`config.mk`:
```
export PLATFORM = sky130hd
export DESIGN_NAME = scm_decode
export DESIGN_NICKNAME = d
export VERILOG_FILES = /design/src/rtl/scm_pkg.sv /design/src/rtl/scm_decode.sv
export SDC_FILE = /design/constraint.sdc
export NUM_CORES = 1
export LEC_CHECK = 0
export ABC_CLOCK_PERIOD_IN_PS = 3900
export BUFFER_PORTS_ARGS = -buffer_cell sky130_fd_sc_hd__buf_2
export CAP_MARGIN = 20
export CORE_MARGIN = 2
export CORE_UTILIZATION = 30
export CTS_CLUSTER_DIAMETER = 50
export DETAILED_ROUTE_END_ITERATION = 10
export GPL_ROUTABILITY_DRIVEN = 0
export PLACE_DENSITY = 0.64
export SLEW_MARGIN = 10
export SYNTH_ARGS = -nofsm -noshare
export SYNTH_HDL_FRONTEND = slang
export SYNTH_SLANG_ARGS = --single-unit
export TNS_END_PERCENT = 20
```
`constraint.sdc`:
```
create_clock -name i_clk -period 3.9 [get_ports i_clk]
set_input_delay 0.39 -clock i_clk [delete_from_list [all_inputs] [get_ports i_clk]]
set_output_delay 0.39 -clock i_clk [all_outputs]
set_load 0.02 [all_outputs]
```
`src/rtl/scm_pkg.sv`:
```
// Shared types and constants for the scancode to crosspoint mapper.
package scm_pkg;

    // Store sizing and the highest code that is treated as a key
    localparam int CODE_COUNT   = 256;
    localparam int CODE_AW      = $clog2(CODE_COUNT);
    localparam int MAX_KEY_CODE = 132;
    localparam int SLOT_COUNT   = 4;

    // Special scancode bytes
    localparam logic [7:0] BYTE_NONE   = 8'h00;
    localparam logic [7:0] BYTE_BREAK  = 8'hF0;
    localparam logic [7:0] BYTE_EXT    = 8'hE0;
    localparam logic [7:0] BYTE_PAUSE  = 8'hE1;
    localparam logic [7:0] BYTE_MACRO1 = 8'h05;
    localparam logic [7:0] BYTE_MACRO2 = 8'h06;
    localparam logic [7:0] BYTE_MACRO3 = 8'h04;
    localparam logic [7:0] BYTE_MACRO4 = 8'h0C;

    // Input item kind carried on tuser
    typedef enum logic {
        FUNC_SCAN      = 1'b0,
        FUNC_MAP_WRITE = 1'b1
    } t_func;

    // Map slots held for every scancode
    typedef enum logic [1:0] {
        SLOT_PLAIN_KEY = 2'd0,
        SLOT_PLAIN_MOD = 2'd1,
        SLOT_EXT_KEY   = 2'd2,
        SLOT_EXT_MOD   = 2'd3
    } t_slot;

    // Input tdata layout, first field in the highest bits
    typedef struct packed {
        logic [5:0] pad;
        logic [6:0] entry_address;
        logic       entry_present;
        logic [1:0] entry_slot;
        logic [7:0] entry_code;
        logic [7:0] scan_byte;
    } t_in_data;

    // Output tdata layout
    typedef struct packed {
        logic       switch_close;
        logic [6:0] switch_address;
    } t_out_data;

    // One map entry as stored
    typedef struct packed {
        logic       present;
        logic [6:0] address;
    } t_map_entry;

    // Held-key store word, one per scancode
    typedef struct packed {
        logic ext;
        logic plain;
    } t_held;

    // Key code passed from the decode stage to the emit stage
    typedef struct packed {
        logic [CODE_AW-1:0] code;
        logic               release_key;
        logic               ext;
    } t_key_item;

endpackage

```
`src/rtl/scm_decode.sv`:
```
// Byte decode: prefix flags, byte filtering and the key item register.
module scm_decode (
    input  logic                       i_clk,
    input  logic                       i_rst_n,
    input  logic                       i_accept,
    input  scm_pkg::t_func             i_func,
    input  logic [7:0]                 i_scan_byte,
    input  logic                       i_go,
    output logic                       o_ready,
    output logic                       o_rd_en,
    output logic [scm_pkg::CODE_AW-1:0] o_rd_addr,
    output logic                       o_item_valid,
    output scm_pkg::t_key_item         o_item
);
    import scm_pkg::*;

    logic      r_break;
    logic      r_ext;
    logic      r_item_valid;
    t_key_item r_item;
    logic      n_break;
    logic      n_ext;
    logic      is_key;
    logic      in_range;

    // Stage is free when empty or when its item moves on this cycle
    assign o_ready = !r_item_valid || i_go;

    assign in_range = ({1'b0, i_scan_byte} < 9'(CODE_COUNT));

    // Classify the byte and work out the prefix flags
    always_comb begin
        is_key  = 1'b0;
        n_break = r_break;
        n_ext   = r_ext;
        if (i_accept && i_func == FUNC_SCAN) begin
            priority if (i_scan_byte == BYTE_NONE) begin
                is_key = 1'b0;
            end else if (i_scan_byte == BYTE_BREAK) begin
                n_break = 1'b1;
            end else if (i_scan_byte == BYTE_EXT) begin
                n_ext = 1'b1;
            end else if (i_scan_byte == BYTE_PAUSE || i_scan_byte == BYTE_MACRO1
                         || i_scan_byte == BYTE_MACRO2 || i_scan_byte == BYTE_MACRO3
                         || i_scan_byte == BYTE_MACRO4) begin
                is_key = 1'b0;
            end else if ({1'b0, i_scan_byte} > 9'(MAX_KEY_CODE)) begin
                is_key = 1'b0;
            end else begin
                // key code: flags cleared whether or not it is in the stores
                is_key  = in_range;
                n_break = 1'b0;
                n_ext   = 1'b0;
            end
        end
    end

    // Map read is issued with the key code so entries land with the item
    assign o_rd_en   = is_key;
    assign o_rd_addr = i_scan_byte[CODE_AW-1:0];

    // Flags and item valid
    always_ff @(posedge i_clk) begin
        if (!i_rst_n) begin
            r_break      <= 1'b0;
            r_ext        <= 1'b0;
            r_item_valid <= 1'b0;
        end else begin
            r_break <= n_break;
            r_ext   <= n_ext;
            if (o_ready) begin
                r_item_valid <= is_key;
            end
        end
    end

    // Item payload
    always_ff @(posedge i_clk) begin
        if (is_key) begin
            r_item.code        <= i_scan_byte[CODE_AW-1:0];
            r_item.release_key <= r_break;
            r_item.ext         <= r_ext;
        end
    end

    assign o_item_valid = r_item_valid;
    assign o_item       = r_item;

endmodule

```
* After elaboration in Yosys (flattened, before gate mapping)
Cells that the tools add are included.
** Operators by class
- Add/subtract/negate cells :: 0
- Multiply operators :: 0
- Div/mod/pow operators :: 0
- Order comparisons :: 1
- Equal/unequal tests :: 12
- Shift-type cells :: 0
- Multiplexer cells :: 11
- Bitwise operators :: 3
- Reductions and logical operators :: 10
** Operator list (number)
- 8-bit by 3-bit == test with 1-bit output (second input constant) :: 3
- 8-bit == test (second input constant) :: 3
- 1-bit two-way mux :: 11
- 2-bit inequality test (second input constant) :: 5
- 5-bit AND reduction :: 2
- 8-bit by 4-bit == test with 1-bit output (second input constant) :: 1
- 8-bit greater-than comparator (second input constant) :: 1
- 8-bit zero test :: 1
- 1-bit logical OR :: 5
- 1-bit inverter :: 3
- 1-bit logical AND :: 1
- 1-bit zero test :: 1
** Word-level totals
- Bits in registers :: 13
- Latch bits :: 0
- Memory bits (writable) :: 0
- ROM bits :: 0
- Input port bits :: 13
- Output and inout bits :: 21
- Memories kept :: 0

* Logic depth before layout (Yosys ltp)
- Depth in word-level cells :: 10
- Gate-level depth with buffers :: 5

* Least setup slack after synthesis
OpenSTA, ideal clock, no wires.
- Kind :: input to register
- Start point :: in i_scan_byte[0]
- End point :: reg r_item, in the netlist o_item[0], enable pin
- Arrival time :: 1.746 ns
- Required time :: 3.499 ns
- Slack :: 1.753 ns
- Cell stages on the path :: 4
- Buffers on the path :: 0
- Cells stage by stage :: mux2i_1 mux2i_1 nor2_1 nor4_2
** On the way
- Cells in the longest elaborated chain, start to end :: 10
- Elaborated cells between the ends (all ways) :: 19
- Those cells by class :: 1 x order compare; 7 x eq/ne; 6 x mux; 5 x reduce/logical
** RTL lines
- from (decl) :: RTL line scm_decode.sv:7 : input logic [7:0] i_scan_byte,
- parallel branches: the longest is 8 deep, another holds 8-bit greater-than comparator
- 1-bit two-way mux (*) :: RTL line scm_decode.sv:37 : priority if (i_scan_byte == BYTE_NONE) begin
- 1-bit two-way mux (*) :: RTL line scm_decode.sv:36 : if (i_accept && i_func == FUNC_SCAN) begin
- via o_rd_en :: RTL line scm_decode.sv:10 : output logic o_rd_en,
- to (decl) :: RTL line scm_decode.sv:20 : t_key_item r_item;
Mark *: on every way through the listed nets, which the timed path passes.
A chain may end at the register's enable or synchronous reset.

* Worst setup path in the final report
- Start point :: in i_scan_byte[0]
- End point :: out o_rd_en
** On the way
- Cells in the longest elaborated chain, start to end :: 10
- Elaborated cells between the ends (all ways) :: 19
- Those cells by class :: 1 x order compare; 7 x eq/ne; 6 x mux; 5 x reduce/logical
** RTL lines (RTL line)
- parallel branches: the longest is 8 deep, another holds 8-bit greater-than comparator
- 1-bit two-way mux (*) :: scm_decode.sv:37
- 1-bit two-way mux (*) :: scm_decode.sv:36
- to (decl) :: scm_decode.sv:10
Mark *: on every way between the ends.

==> flow_summary.yaml <==
synth:
  synth_area_um2: 587
  synth.distinct_cells: 20
  ys_seq_area_share_pct: 61.4
  synth_area_leaders: "edfxtp_1 (51%), dfxtp_1 (10%), buf_4 (10%)"
  post-synth-top-area-cell: "edfxtp_1"
  synth_top_area_share_pct: 51.2
  avgSynthCellArea_um2: 12.5
  synth_nets: 60
  yosys_warnings: 0
  syn_inst: 47
  ys_ff_latch: 13
cts:
  clk_pin_slew_ps: 70
  cts_hold_buf: 0
  cts_setup_buffers: 0
  cts-root-buf: "clkbuf_4"
  cts_resized: 0
  numClockSinks: 13
  clk_latency_ps: 260
  cts_buffers: 3
  clock_path_buffers: 2
  cts_tree: "built"
  h-tree-depth: 1
setup_path:
  path_max_fanout: 12
  cp_num_buf_inv: 3
  cp_top_family: "buffers and inverters"
  crit_type: "input pin to primary output"
  cpPeakStageDelay_ps: 250
  path_depth: 7
  reg2reg_depth: 2
  startpoint_type: "input pin"
  crit_path_start: "i_scan_byte[0]"
  crit_chain: "buf_2 -> mux2i_1 -> mux2i_1 -> nor2_1 -> nor4_2 -> buf_4 -> buf_2"
  r2r-start: "o_item_valid$_SDFFE_PN0P_"
  worstPathArrival_ps: 1540
  crit_required_ps: 3510
  critPathCaptureType: "primary output"
  crit_slowest_cell: "nor4_2"
global_route:
  grt_pass1_vias: 388
  track_usage_pct: 10.9
  grt_pass1_wl_um: 1720
  grt-ovfl-total: 0
  grt_max_degree: 13
  antenna_found_initial: 0
cells_and_area:
  area_growth_pct: 29.0
  drive_gt1_share_pct: 51.9
  design_area_um2: 757
  fillers: 187
  seq_area_um2: 360
  utilization_pct: 42.5
  insertedDiodeCount: 0
  mostFrequentLayoutCells: "buf_2 (33), edfxtp_1 (10), nor2_1 (4)"
  mostFrequentLayoutCell: "buf_2"
  multiInputGateArea_um2: 159
  nets: 91
pwr:
  cellPowerDensity_nw_per_um2: 368
  comb_power_share_pct: 16.2
  intPower_mw: 0.210
  pwr-share-seq_pct: 56.0
  irDropWorstVdd_mv: 0.121
  leakage_nw: 0.314
  switchingPower_mw: 0.0680
  clockPowerShare_pct: 27.8
  power.share.switching_pct: 24.5
sta:
  setup_viol: 0
  hold_viol_final: 0
  rsz0062_at_grt: "false"
  fmaxAchievable_ghz: 0.517
  fin_crit_sh_pct: 49.6
  max_slew_margin_pct: 72.9
  timing.setup.tns_ps: 0
  tightest_slew_ps: 403
  fin_hold_ws_ps: 353
  slew_viol_final: 0
  skew_ps: 0.257
  period_needed_ps: 1930
min_path:
  min_path_type: "input pin to flop"
  hold_depth: 1
  worstHoldStart: "i_scan_byte[0]"
die:
  pin_count: 34
  dieArea_um2: 2330
  start_util_pct: 32.9
  core_um2: 1780
  fp-row-count: 15
  chipWidth_um: 48.2
  die_h_um: 48.2
route:
  ant_nets: 0
  drc_errors: 0
  via_per_inst: 4.45
  vias: 454
  drt-initial-drc-count: 3
  routedWlPerCell_um: 10.3
  finalWirelength_um: 1050
  first_pass_iters: 2
place:
  portBuffers: 33
  place_hpwl_um: 851
  post_dp_cell_area_um2: 731
run_status:
  status: "finished, final reports clean"
run:
  drv_cap: 0
[worst reg2reg max path: cells and delay by family, from the launching register on]
kind             cells  cell delay [ps]
AND/OR/NAND/NOR      1              140
flip-flops           1              310
AO/OA/AOI/OAI        1              160
[final timing paths]
kind,to,slack (ps)
max reg2reg,o_item_valid$_SDFFE_PN0P_,3200
min,o_item[2]$_DFFE_PP_,350
max,o_rd_en,1970
min reg2reg,o_item[0]$_DFFE_PP_,440
[routing by layer]
layer  vias to the layer above  GRT usage (%)  share of wire, %
met2                        22           16.8                48
met4                         0           8.11               2.6
li1                        221              -                 -
met3                         4           1.11               5.7
met1                       207           14.1                43
met5                         -              0                 0
[synth_stat cells]
cell type / instances
a21oi_1: 3
nand3_1: 1
inv_1: 2
nand2_1: 2
a21boi_0: 1
edfxtp_1: 10
buf_4: 8
o21ai_1: 1
nor3_1: 1
nor3_2: 1
o41ai_2: 1
o21a_1: 1
nor2b_1: 1
nand3b_1: 1
mux2i_1: 2
nor4_2: 1
dfxtp_1: 3
nor2_1: 4
nand2b_1: 2
nand4_1: 1
[cells by family after synthesis]
| kind of cell | synth area share (%) |
|---|---|
| flops | 61.4 |
| buf+inv | 11.5 |
| mux | 3.41 |
| compound gates | 8.74 |
| simple gates | 14.9 |
[state kept, by name (all words and copies together) (netlist names)]
register,count
o_item,10
o_item_valid,1
r_break,1
r_ext,1
[power by group through the flow]
stage | Combinational (mW) | Clock [mW] | Sequential (mW)
finish | 0.0451 | 0.0774 | 0.156
global route | 0.0497 | 0.0861 | 0.157
CTS | 0.0456 | 0.0802 | 0.156
detailed placement | 0.0455 | 0 | 0.159
global placement | 0.0448 | 0 | 0.159
floorplan | 0.0217 | 0 | 0.167
[metrics by stage]
step	setup slack, ps	std cells	power (mW)
floorplan	1750	47	0.188
global placement	2010	98	0.204
detailed placement	1970	98	0.204
CTS	1960	102	0.282
global route	1850	102	0.292
finish	1970	102	0.278
[area by class of cell]
type	count	area share (%)
sequential	13	47.6
timing repair buffer	34	22.8
multi-input combinational	24	21.0
inverter	2	0.992
clock buffer	4	3.47
tap	25	4.13
Note: power is estimated with default switching activity, not from simulation.
