**src/rtl/scm_pkg.sv**
```systemverilog
// Shared types and constants for the scancode to crosspoint mapper.
package scm_pkg;

    // Store sizing and the highest code that is treated as a key
    localparam int CODE_COUNT   = 256;
    localparam int CODE_AW      = $clog2(CODE_COUNT);
    localparam int MAX_KEY_CODE = 132;
    localparam int SLOT_COUNT   = 4;

    // Special scancode bytes
    localparam logic [7:0] BYTE_NONE   = 8'h00;
    localparam logic [7:0] BYTE_BREAK  = 8'hF0;
    localparam logic [7:0] BYTE_EXT    = 8'hE0;
    localparam logic [7:0] BYTE_PAUSE  = 8'hE1;
    localparam logic [7:0] BYTE_MACRO1 = 8'h05;
    localparam logic [7:0] BYTE_MACRO2 = 8'h06;
    localparam logic [7:0] BYTE_MACRO3 = 8'h04;
    localparam logic [7:0] BYTE_MACRO4 = 8'h0C;

    // Input item kind carried on tuser
    typedef enum logic {
        FUNC_SCAN      = 1'b0,
        FUNC_MAP_WRITE = 1'b1
    } t_func;

    // Map slots held for every scancode
    typedef enum logic [1:0] {
        SLOT_PLAIN_KEY = 2'd0,
        SLOT_PLAIN_MOD = 2'd1,
        SLOT_EXT_KEY   = 2'd2,
        SLOT_EXT_MOD   = 2'd3
    } t_slot;

    // Input tdata layout, first field in the highest bits
    typedef struct packed {
        logic [5:0] pad;
        logic [6:0] entry_address;
        logic       entry_present;
        logic [1:0] entry_slot;
        logic [7:0] entry_code;
        logic [7:0] scan_byte;
    } t_in_data;

    // Output tdata layout
    typedef struct packed {
        logic       switch_close;
        logic [6:0] switch_address;
    } t_out_data;

    // One map entry as stored
    typedef struct packed {
        logic       present;
        logic [6:0] address;
    } t_map_entry;

    // Held-key store word, one per scancode
    typedef struct packed {
        logic ext;
        logic plain;
    } t_held;

    // Key code passed from the decode stage to the emit stage
    typedef struct packed {
        logic [CODE_AW-1:0] code;
        logic               release_key;
        logic               ext;
    } t_key_item;

endpackage

```
**src/rtl/scm_emit.sv**
```systemverilog
// Emit stage: held-key store control, make/break decision and the two-entry result buffer.
module scm_emit (
    input  logic                        i_clk,
    input  logic                        i_rst_n,
    input  logic                        i_item_valid,
    input  scm_pkg::t_key_item          i_item,
    input  scm_pkg::t_map_entry         i_map [scm_pkg::SLOT_COUNT],
    input  logic                        i_rd_en,
    input  logic [scm_pkg::CODE_AW-1:0] i_rd_addr,
    input  logic [1:0]                  i_held,
    output logic                        o_held_wr_en,
    output logic [scm_pkg::CODE_AW-1:0] o_held_wr_addr,
    output logic [1:0]                  o_held_wr_data,
    output logic                        o_clearing,
    output logic                        o_go,
    output logic                        o_m_tvalid,
    input  logic                        i_m_tready,
    output scm_pkg::t_out_data          o_m_tdata,
    output logic                        o_m_tlast
);
    import scm_pkg::*;

    logic               r_clearing;
    logic [CODE_AW-1:0] r_clr_addr;
    logic               r_fwd;
    t_held              r_fwd_word;
    logic [1:0]         r_cnt;
    t_out_data          r_head;
    logic               r_head_last;
    t_out_data          r_tail;
    logic [1:0]         n_cnt;
    t_out_data          n_head;
    logic               n_head_last;
    t_out_data          n_tail;
    t_map_entry         key_e;
    t_map_entry         mod_e;
    t_held              held_word;
    t_held              new_word;
    logic               held_now;
    logic               emit;
    logic               room;
    logic               take;
    logic               load;

    // Held bits for this key; a write by the previous item to the same code is forwarded
    assign held_word = r_fwd ? r_fwd_word : t_held'(i_held);

    // Pick the entries and held bit for this key
    assign key_e    = i_item.ext ? i_map[SLOT_EXT_KEY] : i_map[SLOT_PLAIN_KEY];
    assign mod_e    = i_item.ext ? i_map[SLOT_EXT_MOD] : i_map[SLOT_PLAIN_MOD];
    assign held_now = i_item.ext ? held_word.ext : held_word.plain;

    // Held word after this key goes out
    always_comb begin
        new_word = held_word;
        if (i_item.ext) begin
            new_word.ext = !i_item.release_key;
        end else begin
            new_word.plain = !i_item.release_key;
        end
    end

    // A make on a held key is dropped; a break always goes out if mapped
    assign emit = key_e.present && (i_item.release_key || !held_now);
    assign take = o_m_tvalid && i_m_tready;
    assign room = (r_cnt == 2'd0) || (r_cnt == 2'd1 && take);
    assign o_go = i_item_valid && (!emit || room);
    assign load = o_go && emit;

    // Result buffer next state
    always_comb begin
        n_cnt       = r_cnt;
        n_head      = r_head;
        n_head_last = r_head_last;
        n_tail      = r_tail;
        priority if (load) begin
            n_tail.switch_address = key_e.address;
            n_tail.switch_close   = !i_item.release_key;
            if (mod_e.present) begin
                n_head.switch_address = mod_e.address;
                n_head.switch_close   = !i_item.release_key;
                n_head_last           = 1'b0;
                n_cnt                 = 2'd2;
            end else begin
                n_head      = n_tail;
                n_head_last = 1'b1;
                n_cnt       = 2'd1;
            end
        end else if (take) begin
            // the second entry is always the last of its run
            n_head      = r_tail;
            n_head_last = 1'b1;
            n_cnt       = r_cnt - 2'd1;
        end else begin
            n_cnt = r_cnt;
        end
    end

    // Clearing pass over the held-key store after reset
    always_ff @(posedge i_clk) begin
        if (!i_rst_n) begin
            r_clearing <= 1'b1;
            r_clr_addr <= '0;
        end else if (r_clearing) begin
            r_clr_addr <= r_clr_addr + CODE_AW'(1);
            if (r_clr_addr == CODE_AW'(CODE_COUNT - 1)) begin
                r_clearing <= 1'b0;
            end
        end
    end

    // Held-key store write port
    assign o_held_wr_en   = r_clearing || load;
    assign o_held_wr_addr = r_clearing ? r_clr_addr : i_item.code;
    assign o_held_wr_data = r_clearing ? 2'b00 : new_word;
    assign o_clearing     = r_clearing;

    // Forward flag: next item reads the code being written in the same cycle
    always_ff @(posedge i_clk) begin
        if (!i_rst_n) begin
            r_fwd <= 1'b0;
        end else if (i_rd_en) begin
            r_fwd <= load && (i_rd_addr == i_item.code);
        end
    end

    always_ff @(posedge i_clk) begin
        if (i_rd_en) begin
            r_fwd_word <= new_word;
        end
    end

    // Control state
    always_ff @(posedge i_clk) begin
        if (!i_rst_n) begin
            r_cnt <= 2'd0;
        end else begin
            r_cnt <= n_cnt;
        end
    end

    // Buffer payload
    always_ff @(posedge i_clk) begin
        r_head      <= n_head;
        r_head_last <= n_head_last;
        r_tail      <= n_tail;
    end

    assign o_m_tvalid = (r_cnt != 2'd0);
    assign o_m_tdata  = r_head;
    assign o_m_tlast  = r_head_last;

endmodule

```
**config.mk**
```make
export PLATFORM = sky130hd
export DESIGN_NAME = scm_emit
export DESIGN_NICKNAME = d
export VERILOG_FILES = /design/src/rtl/scm_pkg.sv /design/src/rtl/scm_emit.sv
export SDC_FILE = /design/constraint.sdc
export NUM_CORES = 1
export LEC_CHECK = 0
export BUFFER_PORTS_ARGS = -buffer_cell sky130_fd_sc_hd__clkbuf_2
export CAP_MARGIN = 0
export CORE_UTILIZATION = 40
export DETAILED_ROUTE_END_ITERATION = 8
export PLACE_DENSITY_LB_ADDON = 0.2
export SLEW_MARGIN = 30
export SYNTH_ARGS = -nofsm -noshare
export SYNTH_HDL_FRONTEND = slang
export SYNTH_SLANG_ARGS = --single-unit
export TNS_END_PERCENT = 20
```
**constraint.sdc**
```tcl
create_clock -name i_clk -period 3.1 [get_ports i_clk]
set_clock_uncertainty 0.05 [all_clocks]
set_input_delay 0.465 -clock i_clk [delete_from_list [all_inputs] [get_ports i_clk]]
set_output_delay 0.465 -clock i_clk [all_outputs]
set_load 0.005 [all_outputs]
```
### After elaboration in Yosys (flattened, before gate mapping)

Cells that the tools add are included.

| operators by class | value |
|---|---|
| add/sub/neg operators | 2 |
| multipliers | 0 |
| divide/modulo/power cells | 0 |
| magnitude comparators | 0 |
| equal/unequal tests | 3 |
| shift operators | 0 |
| multiplexer cells | 19 |
| bitwise logic cells | 0 |
| reductions and logical operators | 16 |

Operators with widths:

| cell | count |
|---|---|
| two-way mux 8 bit | 5 |
| two-way mux 2 bit | 5 |
| adder 8 x 1 -> 8 bit (second input constant) | 1 |
| equality test 8 bit | 1 |
| equality test 8 bit (second input constant) | 1 |
| two-way mux 1 bit | 8 |
| two-way mux 7 bit | 1 |
| logical AND 1 bit | 6 |
| logical OR 1 bit | 4 |
| nonzero test 2 bit | 2 |
| logical NOT 1 bit | 3 |
| equality test 2 x 1 -> 1 bit (second input constant) | 1 |
| logical NOT 2 bit | 1 |
| subtractor 2 x 1 -> 2 bit (second input constant) | 1 |

| word-level totals | value |
|---|---|
| flip-flop bits (word level) | 31 |
| bits in latches | 0 |
| RAM bits | 0 |
| ROM bits | 0 |
| bits of input ports | 57 |
| output and inout port bits | 23 |
| memories | 0 |

### Longest topological paths before layout

| depth | value |
|---|---|
| word-level depth | 10 |
| mapped depth | 7 |

### Worst setup path before layout

OpenSTA, ideal clock, no wires.

| path | value |
|---|---|
| path type | register -> register |
| from | register r_fwd |
| to | register r_head (netlist bit o_m_tdata[0]), enable pin |
| library setup time | 334 ps |
| data arrival time | 1,905 ps |
| data required time | 2,716 ps |
| path slack | 811 ps |
| cell stages (with the launch flop) | 6 |
| buffers on the path | 1 |
| period minus slack after synthesis | 2,289 ps |
| path through | dfxtp_1 > mux4_2 > a2111oi_4 > buf_6 > inv_2 > nand2_1 |

| between the ends | value |
|---|---|
| longest elaborated chain between the ends | 10 |

RTL lines:

| element | RTL line | RTL |
|---|---|---|
| start, declared | scm_emit.sv:25 | `logic r_fwd;` |
| start signal, assigned | scm_emit.sv:123 | `r_fwd <= load && (i_rd_addr == i_item.code);` |
| two-way mux 2 bit * | scm_emit.sv:46 | `assign held_word = r_fwd ? r_fwd_word : t_held'(i_held);` |
| two-way mux 1 bit * | scm_emit.sv:51 | `assign held_now = i_item.ext ? held_word.ext : held_word.plain;` |
| logical NOT 1 bit * | scm_emit.sv:64 | `assign emit = key_e.present && (i_item.release_key \|\| !held_now);` |
| logical OR 1 bit * | scm_emit.sv:64 |  |
| logical AND 1 bit * | scm_emit.sv:64 |  |
| logical NOT 1 bit | scm_emit.sv:67 | `assign o_go = i_item_valid && (!emit \|\| room);` |
| logical OR 1 bit | scm_emit.sv:67 |  |
| logical AND 1 bit | scm_emit.sv:67 |  |
| logical AND 1 bit * | scm_emit.sv:68 | `assign load = o_go && emit;` |
| named net load | scm_emit.sv:43 | `logic load;` |
| nonzero test 2 bit (no source line) * | - |  |
| end signal, assigned | scm_emit.sv:144 | `r_head <= n_head;` |
| end, declared | scm_emit.sv:28 | `t_out_data r_head;` |

Mark *: on every way through the listed nets, which the timed path passes. The rest lies on a longest branch.
A chain may end at the register's enable or synchronous reset.

### Worst setup path after layout

| path | value |
|---|---|
| from | register r_fwd |
| to | output o_held_wr_en |

| between the ends | value |
|---|---|
| longest elaborated chain between the ends | 10 |

RTL lines:

| element | RTL line | RTL |
|---|---|---|
| two-way mux 2 bit * | scm_emit.sv:46 |  |
| two-way mux 1 bit * | scm_emit.sv:51 |  |
| logical NOT 1 bit * | scm_emit.sv:64 |  |
| logical OR 1 bit * | scm_emit.sv:64 |  |
| logical AND 1 bit * | scm_emit.sv:64 |  |
| logical NOT 1 bit | scm_emit.sv:67 |  |
| logical OR 1 bit | scm_emit.sv:67 |  |
| logical AND 1 bit | scm_emit.sv:67 |  |
| logical AND 1 bit * | scm_emit.sv:68 |  |
| logical OR 1 bit * | scm_emit.sv:113 | `assign o_held_wr_en = r_clearing \|\| load;` |
| end, declared | scm_emit.sv:11 | `output logic o_held_wr_en,` |

Mark *: on every way between the ends. The rest lies on a longest branch, timed or not.

==> run_results.csv <==
group,metric,value,unit
drt,vias,1452,
cts,htreeDepth,2,
finish,fin_nets,305,
hold_path,hold_class,"in -> reg",
yosys,synth_common_cells,"19 x edfxtp_1, 15 x mux2_2, 12 x dfxtp_1, 12 x mux2i_1, 11 x a21oi_1",
finish,fill_cells,386,
timing,setup_viol,0,
cts,post-cts-setup-buffers,0,
timing,slew_headroom,52.73,%
finish,n_antenna_cell,0,
global_routing,antenna_found_initial,0,
cts,cts_resized,0,
drt,first_pass_iters,4,
yosys,ys_warn_count,0,
worst_setup_path,crit_required,2.58,ns
global_routing,grt_pass1_vias,1313,
yosys,ys_ff_latch,31,
yosys,yosysTopAreaCellShare,32.07,%
power,leakage,1.081,nW
yosys,synth_fp_nets,222,
drt,wl_per_cell,13.00,um
cts,clk_path_buf_depth,2,
drt,wirelength,3.849,mm
timing,hold_viol,0,
timing,tightest_slew,0.7082,ns
global_routing,grt_max_degree,20,
yosys,async_reset_ff_share,0,%
global_routing,grt_pass1_wl,5.885,mm
yosys,yosys-top-cells-area,"edfxtp_1 32%, dfxtp_1 14%, mux2_2 9.5%",
worst_setup_path,cp_top_family,"multiplexers",
worst_setup_path,slowest_stage,"mux4_2",
global_routing,grt_overflow,0,
place,gp_congestion,0.7232,
global_routing,grt_use_total,17.32,%
die,die_w,68.70,um
yosys,synth.yosys.seq_area_share,45.57,%
finish,final_layout_size_suffix_gt1_share,44.72,%
timing,slew_violations,0,
worst_setup_path,start_kind,"flip-flop",
finish,fin_area,2316,um^2
worst_setup_path,critPathKind,"reg -> out",
worst_setup_path,cpPeakStageDelay,0.58,ns
worst_setup_path,arrival,2.12,ns
cts,cts_tree,"yes",
worst_setup_path,crit_buf_inv,1,
place,io_buffer_count,79,
power,ir_drop,261.7,uV
cts,cts_root_buf,"clkbuf_8",
worst_setup_path,worst-path-max-fanout,6,
job,drv_cap,0,
cts,cts_buffers,5,
timing,timing.fmax,379.0,MHz
outcome,status,"finished, final reports clean",
finish,area_delta_synth_final,30.17,%
die,die_h,68.70,um
drt,antenna_left,0,
yosys,synth.most_common_cell,"edfxtp_1",
worst_setup_path,end_kind,"primary output",
die,start_util,42.93,%
yosys,synth_top_area_cell,"edfxtp_1",
power,p_total,0.001050,W
drt,drc,0,
timing,period_share,85.12,%
cts,clkLatencyLatePin,0.27,ns
cts,clk_transition_reported_paths,0.06,ns
yosys,syn_avg_cell_area,10.98,um^2
cts,holdBufCountCts,0,
cts,clock-sinks,31,
place,dpl.hpwl,3.058,mm
place,post_dp_cell_area,2232,um^2
yosys,netlist_area,1779,um^2
timing,rsz0062_at_grt,"no",
die,rows,23,
timing,period_minus_slack,2.639,ns
die,coreArea,4144,um^2
drt,vias_per_cell,4.905,
yosys,synth_cells,162,
yosys,ys.flop_type,"edfxtp_1",
worst_setup_path,path_cells,"mux4_2, a2111oi_4, or2_2, clkbuf_2",
yosys,synth_edf_count,19,
die,num_io_pins,80,
drt,drtIter0Drc,45,
power,power_density,453.6,nW/um^2
timing,fin_tns_setup,0,ns
die,dieArea,4719,um^2
yosys,synthDistinctLibCells,35,
per-layer routing:
layer  wire [um]  global-route usage, %  share of wire (%)
met5           0                      0                  0
met1        1841                  23.72                 48
met3         203                  4.441                5.3
met4          36                  6.122               0.94
met2        1768                  26.35                 46
where the power goes:
part | switching (W) | leakage, nW | internal (W)
clock | 0.000143 | 0.0477 | 0.000153
sequential | 0.0000175 | 0.274 | 0.000494
combinational | 0.000124 | 0.760 | 0.000118
worst paths after layout:
| kind | end | slack, ns | from | depth (start not counted) |
|---|---|---|---|---|
| worst max-delay path | o_held_wr_en | 0.46 | r_fwd | 4 |
| worst min-delay path | r_fwd_word[0] | 0.42 | i_rd_en | 1 |
| worst max register to register | o_m_tdata[5] | 0.66 | r_fwd | 4 |
| worst min register to register | o_m_tdata[7] | 0.49 | r_tail[7] | 1 |
final cells by class:
cell class              count  area, um^2  share of cell area [%]
multi-input cells         118       910.9                   39.33
flip-flops and latches     31       810.8                   35.01
repair buffers             83       425.4                   18.37
clock buffers               5       68.82                   2.971
well taps                  50       62.56                   2.701
inverters                   6       22.52                  0.9724
clock inverters             3       15.01                  0.6483
layout by cell type, fill, tap and decap left out, drive strengths merged, types with 4 or more instances in the layout:
master  instances
nor2b           4
a21oi          11
edfxtp         19
nand2           6
xnor2           8
dfxtp          12
o21ai           8
nor2            7
and2            7
buf             4
xor2            8
inv             6
clkbuf         84
nand2b          8
mux2           16
mux2i          12
registers in the layout (all words and copies together) (netlist names):
signal	cells
r_fwd	1
o_m_tdata	8
o_m_tlast	1
r_clr_addr	8
r_tail	8
r_fwd_word	2
r_cnt	2
o_clearing	1
cell families (layout without fill, tap and decap cells):
kind of cell / after synthesis / after routing / share of synthesized area [%]
AOI/OAI and AO/OA: 24 / 24 / 8.791
adders and majority gates: 3 / 3 / 2.110
and+or+nand+nor: 46 / 46 / 14.28
muxes: 29 / 29 / 18.14
buffers and inverters: 13 / 97 / 3.234
xor gates and xnor gates: 16 / 16 / 7.877
DFF: 31 / 31 / 45.57
per-stage QoR:
step	setup WS [ns]	instances	hold slack, ns	utilization, %
finish	0.4612	296	0.4155	55.89
global route	0.3773	296	0.4122	55.89
CTS	0.4467	296	0.4121	55.89
detailed placement	0.5940	288	0.4772	53.86
global placement	0.6169	288	0.4605	53.86
floorplan	0.8108	162	0.4506	-
No activity file was read; power rests on OpenSTA's default activity.
